### src/rtl/bpp_pkg.sv
// Package for the 2D Boris particle pusher: grid sizes, command and register
// codes, divider request/response types and saturating helpers.
// No dependencies.
package bpp_pkg;

  localparam int GRID_X = 64;
  localparam int GRID_Y = 64;
  localparam int DEPTH  = GRID_X * GRID_Y;
  localparam int ADDR_W = $clog2(DEPTH);
  localparam int IW     = $clog2(GRID_X);
  localparam int JW     = $clog2(GRID_Y);
  localparam int CNT_W  = 7;
  localparam int CELLS_X_RST = (64 > GRID_X) ? GRID_X : 64;
  localparam int CELLS_Y_RST = (64 > GRID_Y) ? GRID_Y : 64;

  localparam int DIV_NW = 49;
  localparam int DIV_DW = 38;
  localparam int DIV_CW = $clog2(DIV_NW + 1);

  localparam logic [1:0] CMD_WRITE = 2'd0;
  localparam logic [1:0] CMD_PUSH  = 2'd1;
  localparam logic [1:0] CMD_INIT  = 2'd2;
  localparam logic [1:0] CMD_NOP   = 2'd3;

  localparam int REG_IDX_W = 3;
  localparam logic [REG_IDX_W-1:0] REG_QM      = 3'd0;
  localparam logic [REG_IDX_W-1:0] REG_CELL_W  = 3'd1;
  localparam logic [REG_IDX_W-1:0] REG_CELL_H  = 3'd2;
  localparam logic [REG_IDX_W-1:0] REG_CELLS_X = 3'd3;
  localparam logic [REG_IDX_W-1:0] REG_CELLS_Y = 3'd4;

  typedef struct packed {
    logic                     go;
    logic signed [DIV_NW-1:0] num;
    logic        [DIV_DW-1:0] den;
  } div_req_t;

  typedef struct packed {
    logic                     done;
    logic signed [DIV_NW-1:0] quot;
    logic        [DIV_DW-1:0] rem;
  } div_rsp_t;

  function automatic logic signed [31:0] sat32w(input logic signed [67:0] v);
    logic signed [31:0] r;
    if (v > 68'sd2147483647) r = 32'sh7FFFFFFF;
    else if (v < -68'sd2147483648) r = 32'sh80000000;
    else r = v[31:0];
    return r;
  endfunction

  function automatic logic signed [31:0] sat_add(input logic signed [31:0] a,
                                                 input logic signed [31:0] b,
                                                 input logic sub);
    logic signed [32:0] s;
    logic signed [31:0] r;
    s = sub ? ({a[31], a} - {b[31], b}) : ({a[31], a} + {b[31], b});
    if (s[32] != s[31]) r = s[32] ? 32'sh80000000 : 32'sh7FFFFFFF;
    else r = s[31:0];
    return r;
  endfunction

  // single periodic wrap, then saturate
  function automatic logic signed [31:0] wrap_once(input logic signed [32:0] n,
                                                   input logic [DIV_DW-1:0] l);
    logic signed [39:0] ne;
    logic signed [39:0] le;
    logic signed [39:0] r;
    ne = 40'(n);
    le = $signed({2'b00, l});
    if (ne < 0) r = ne + le;
    else if (ne >= le) r = ne - le;
    else r = ne;
    return sat32w(68'(r));
  endfunction

  function automatic logic signed [31:0] sat_rem(input logic [DIV_DW-1:0] v);
    logic signed [31:0] r;
    if (v > DIV_DW'(32'h7FFFFFFF)) r = 32'sh7FFFFFFF;
    else r = $signed(v[31:0]);
    return r;
  endfunction

endpackage

### src/rtl/bpp_div.sv
// Bit-serial signed floor divider: floor quotient and non-negative remainder
// for a positive divisor, one quotient bit per cycle. Uses bpp_pkg.
module bpp_div (
  input  logic               clk,
  input  logic               rst_n,
  input  bpp_pkg::div_req_t  req,
  output bpp_pkg::div_rsp_t  rsp
);
  import bpp_pkg::*;

  typedef enum logic [1:0] {D_IDLE, D_RUN, D_FIX} dstate_t;

  dstate_t                  dst_r;
  logic [DIV_CW-1:0]        cnt_r;
  logic                     neg_r;
  logic [DIV_NW-1:0]        mag_r;
  logic [DIV_NW-1:0]        q_r;
  logic [DIV_DW-1:0]        r_r;
  logic [DIV_DW-1:0]        den_r;
  logic signed [DIV_NW-1:0] quot_r;
  logic [DIV_DW-1:0]        rem_r;
  logic                     done_r;

  logic [DIV_DW:0] trial;
  logic [DIV_DW:0] diff;
  logic            fits;

  assign trial = {r_r, mag_r[DIV_NW-1]};
  assign diff  = trial - {1'b0, den_r};
  assign fits  = trial >= {1'b0, den_r};

  always_ff @(posedge clk) begin
    if (!rst_n) begin
      dst_r  <= D_IDLE;
      done_r <= 1'b0;
    end else begin
      done_r <= 1'b0;
      unique case (dst_r)
        D_IDLE: begin
          if (req.go) begin
            neg_r <= req.num[DIV_NW-1];
            mag_r <= req.num[DIV_NW-1] ? DIV_NW'(-req.num) : DIV_NW'(req.num);
            den_r <= req.den;
            q_r   <= '0;
            r_r   <= '0;
            cnt_r <= DIV_CW'(DIV_NW);
            dst_r <= D_RUN;
          end
        end
        D_RUN: begin
          r_r   <= fits ? diff[DIV_DW-1:0] : trial[DIV_DW-1:0];
          q_r   <= {q_r[DIV_NW-2:0], fits};
          mag_r <= {mag_r[DIV_NW-2:0], 1'b0};
          cnt_r <= cnt_r - 1'b1;
          if (cnt_r == DIV_CW'(1)) dst_r <= D_FIX;
        end
        D_FIX: begin
          if (neg_r) quot_r <= (r_r != '0) ? $signed(~q_r) : $signed(-q_r);
          else quot_r <= $signed(q_r);
          rem_r  <= (neg_r && r_r != '0) ? den_r - r_r : r_r;
          done_r <= 1'b1;
          dst_r  <= D_IDLE;
        end
        default: dst_r <= D_IDLE;
      endcase
    end
  end

  assign rsp.done = done_r;
  assign rsp.quot = quot_r;
  assign rsp.rem  = rem_r;

endmodule
### config.mk
export PLATFORM = sky130hd
export DESIGN_NAME = bpp_div
export DESIGN_NICKNAME = d
export VERILOG_FILES = /design/src/rtl/bpp_pkg.sv /design/src/rtl/bpp_div.sv
export SDC_FILE = /design/constraint.sdc
export NUM_CORES = 1
export LEC_CHECK = 0
export BUFFER_PORTS_ARGS = -buffer_cell sky130_fd_sc_hd__buf_2
export CAP_MARGIN = 20
export CORE_ASPECT_RATIO = 1.5
export CORE_UTILIZATION = 40
export DETAILED_ROUTE_END_ITERATION = 7
export MAX_ROUTING_LAYER = met4
export PLACE_DENSITY = 0.62
export REMOVE_ABC_BUFFERS = 1
export SETUP_SLACK_MARGIN = 0.05
export SYNTH_ARGS = -nofsm -noshare
export SYNTH_HDL_FRONTEND = slang
export SYNTH_SLANG_ARGS = --single-unit
### constraint.sdc
create_clock -name clk -period 19.5 [get_ports clk]
set_input_delay 1.95 -clock clk [delete_from_list [all_inputs] [get_ports clk]]
set_output_delay 1.95 -clock clk [all_outputs]
set_load 0.01 [all_outputs]
==> results.sh <==
export IMPL_post_drt_wl_per_cell_um=17.3
export IMPL_finalCritPeriodShare=0.230
export IMPL_postCtsResizedCells=0
export IMPL_crit_type="input port to register"
export IMPL_die_area_sq_mm=0.0417
export IMPL_yosys_top_cells_count="edfxtp_1 (268), nand2_1 (173), o21ai_0 (131), xnor2_1 (100), inv_1 (97)"
export IMPL_dp_hpwl_um=29000
export IMPL_first_pass_iters=5
export IMPL_rsz0062_at_grt="false"
export IMPL_peakVddDrop_v=0.0000634
export IMPL_grt_pass1_wl_um=62700
export IMPL_cp_top_family="simple AND/OR/NAND/NOR gates"
export IMPL_initial_core_util=0.406
export IMPL_diodes=0
export IMPL_syn_area_sq_mm=0.0163
export IMPL_grt_max_degree=78
export IMPL_fmax_mhz=223
export IMPL_clk_latency_ns=0.57
export IMPL_syn_inst=1572
export IMPL_finClkSkew_ns=0.0285
export IMPL_numCtsBuffers=28
export IMPL_drive_gt1_frac=0.146
export IMPL_final_hold_viol_count=0
export IMPL_dr_total_vias=12100
export IMPL_critPathLaunchType="input port"
export IMPL_async_flop_share=0
export IMPL_clock_sinks=271
export IMPL_synth_most_common_cell="edfxtp_1"
export IMPL_slew_headroom=0.232
export IMPL_num_io_pins=178
export IMPL_antenna_found_initial=0
export IMPL_critPathArrivalTime_ns=4.77
export IMPL_ys_seq_area_frac=0.496
export IMPL_syn_avg_cell_area_sq_um=10.4
export IMPL_min_path_type="register to register"
export IMPL_worst_slew_pin_slew_ns=1.12
export IMPL_area_growth_pct=13.6
export IMPL_post_route_min_period_ns=4.48
export IMPL_overflow=0
export IMPL_drc=0
export IMPL_wirelength_um=39100
export IMPL_ctsLongestPathBuffers=3
export IMPL_seq_area_sq_mm=0.00811
export IMPL_slew_violations=0
export IMPL_h_tree_depth=1
export IMPL_endpoint_kind="register"
export IMPL_power_density_mw_per_mm2=79.1
export IMPL_crit_buf_inv=1
export IMPL_status="complete, no violations"
export IMPL_synth_distinct_cells=68
export IMPL_yosys_warnings=0
export IMPL_cp_required_ns=19.78
export IMPL_clk_pin_slew_worst_paths_ns=0.06
export IMPL_crit_path_max_fanout=8
export IMPL_post_cts_buffers=0
export IMPL_synth_edf_count=268
export IMPL_die_x_um=167
export IMPL_cp_slowest_cell="or4_1"
export IMPL_pre_cts_slack_ns=14.43
export IMPL_drtIter0Drc=623
export IMPL_p_leak_nw=7.18
export IMPL_numPortBuffers=177
export IMPL_placed_area_sq_mm=0.0177
export IMPL_synth_top_cell_by_area="edfxtp_1"
export IMPL_num_fill_cells=3783
export IMPL_first_global_vias=12200
export IMPL_slowest_delay_ns=0.56
export IMPL_grtUsageTotal=0.193
export IMPL_ys_seq_elements=271
export IMPL_fin_tns_setup_ns=0
export IMPL_gp_congestion=0.901
export IMPL_ctsHoldBuffers=0
export IMPL_stdcell_area_sq_mm=0.0186
export IMPL_crit_chain="buf_2 -> or4_1 -> or4_1 -> nand2b_1 -> nand2b_1 -> o21a_1 -> a21oi_1 -> nand2_1 -> xnor2_1 -> o21ai_0"
export IMPL_yosys_area_top_type_share=0.493
export IMPL_viasPerCell=5.38
export IMPL_setup_viol=0
export IMPL_ant_nets=0
export IMPL_synth_area_top_cells="edfxtp_1 (49%), ha_1 (6.1%), xnor2_1 (5.4%), o21ai_0 (4.0%), nand2_1 (4.0%)"
export IMPL_drv_cap=0
export IMPL_finalWorstSetupSlack_ns=15.02
export IMPL_cts_tree="done"
export IMPL_multi_input_area_sq_mm=0.00764
export IMPL_fp_dieH_um=249
export IMPL_core_sq_mm=0.0402
export IMPL_layout_nets=1901
export IMPL_placement_rows=90
export IMPL_clock_root_buffer="clkbuf_16"
export IMPL_yosys_most_used_dff="edfxtp_1"
## stage by stage
step	util	hold WS [ns]	instances	power (mW)
final	0.462	0.512	2256	1.47
after global routing	0.462	0.538	2256	1.54
after CTS	0.462	0.514	2256	1.48
after detailed placement	0.441	0.514	2206	0.975
after global placement	0.441	0.506	2206	0.970
after floorplan	-	0.491	1512	0.904
## placed cells by master (no fill, tap or decap), drive strengths merged, types with 12 or more instances in the layout
cell    netlist  final
a211oi       12     12
a21o         33     33
a21oi        78     78
and2         56     56
buf          12    188
clkbuf       48     33
clkinv        0     14
edfxtp      268    268
ha           79     79
inv          98     98
mux2i        28     28
nand2       173    173
nand2b       16     16
nand3        16     16
nand4        18     18
nor2         75     75
nor3         19     19
nor4         13     13
o21ai       150    150
o31ai        37     37
o41ai        17     17
or3          22     22
or4          20     20
xnor2       100    100
xor2         64     64
## per-layer routing
layer,GRT usage,up-vias,part of all wire
li1,-,6045,-
met1,0.203,5747,0.39
met2,0.366,270,0.54
met3,0.0246,76,0.037
met4,0.0688,0,0.035
met5,-,-,0
## layout make-up
type                    instances  share of cell area
inverters                      98              0.0198
flip-flops and latches        271               0.437
repair buffers                188              0.0522
clock buffers                  33              0.0388
well taps                     506              0.0341
multi-input cells            1143               0.412
clock inverters                17             0.00654
## path summary, 6_finish.rpt
kind,start,to,slack [ns],cells past startpoint
setup / recovery,req[43],mag_r[37]$_DFFE_PP_,15.02,10
hold / removal,mag_r[47]$_DFFE_PP_,mag_r[48]$_DFFE_PP_,0.51,2
setup reg to reg,r_r[0]$_SDFFCE_PN0P_,rem_r[32]$_DFFE_PP_,15.05,11
hold reg to reg,mag_r[47]$_DFFE_PP_,mag_r[48]$_DFFE_PP_,0.51,2
## state kept, by name (all words and copies together), names as in the netlist
| signal | flops |
|---|---|
| cnt_r | 6 |
| den_r | 38 |
| done_r | 1 |
| dst_r | 2 |
| mag_r | 49 |
| neg_r | 1 |
| q_r | 49 |
| quot_r | 49 |
| r_r | 38 |
| rem_r | 38 |
## logic make-up (layout without fill, tap and decap cells)
kind of cell / after synthesis / after routing / share of synthesized area
AND/OR/NAND/NOR: 472 / 472 / 0.145
AO/OA/AOI/OAI: 398 / 398 / 0.153
flip-flops: 271 / 271 / 0.496
XOR/XNOR: 164 / 164 / 0.0880
buffers and inverters: 158 / 336 / 0.0375
adder cells (fa/ha/maj): 81 / 81 / 0.0630
multiplexers: 28 / 28 / 0.0172
## tightest hold or removal path, stage by stage (launching register included)
cell,delay [ns]
edfxtp_1,0.32
nand2_1,0.05
o21ai_1,0.06
## report_power, final
group          leakage [nW]  internal [mW]  total (mW)  switching [mW]
sequential             2.55          0.678       0.701          0.0225
clock                 0.407          0.276       0.504           0.228
combinational          4.23          0.108       0.262           0.154
(Power assumes the default switching activity.)
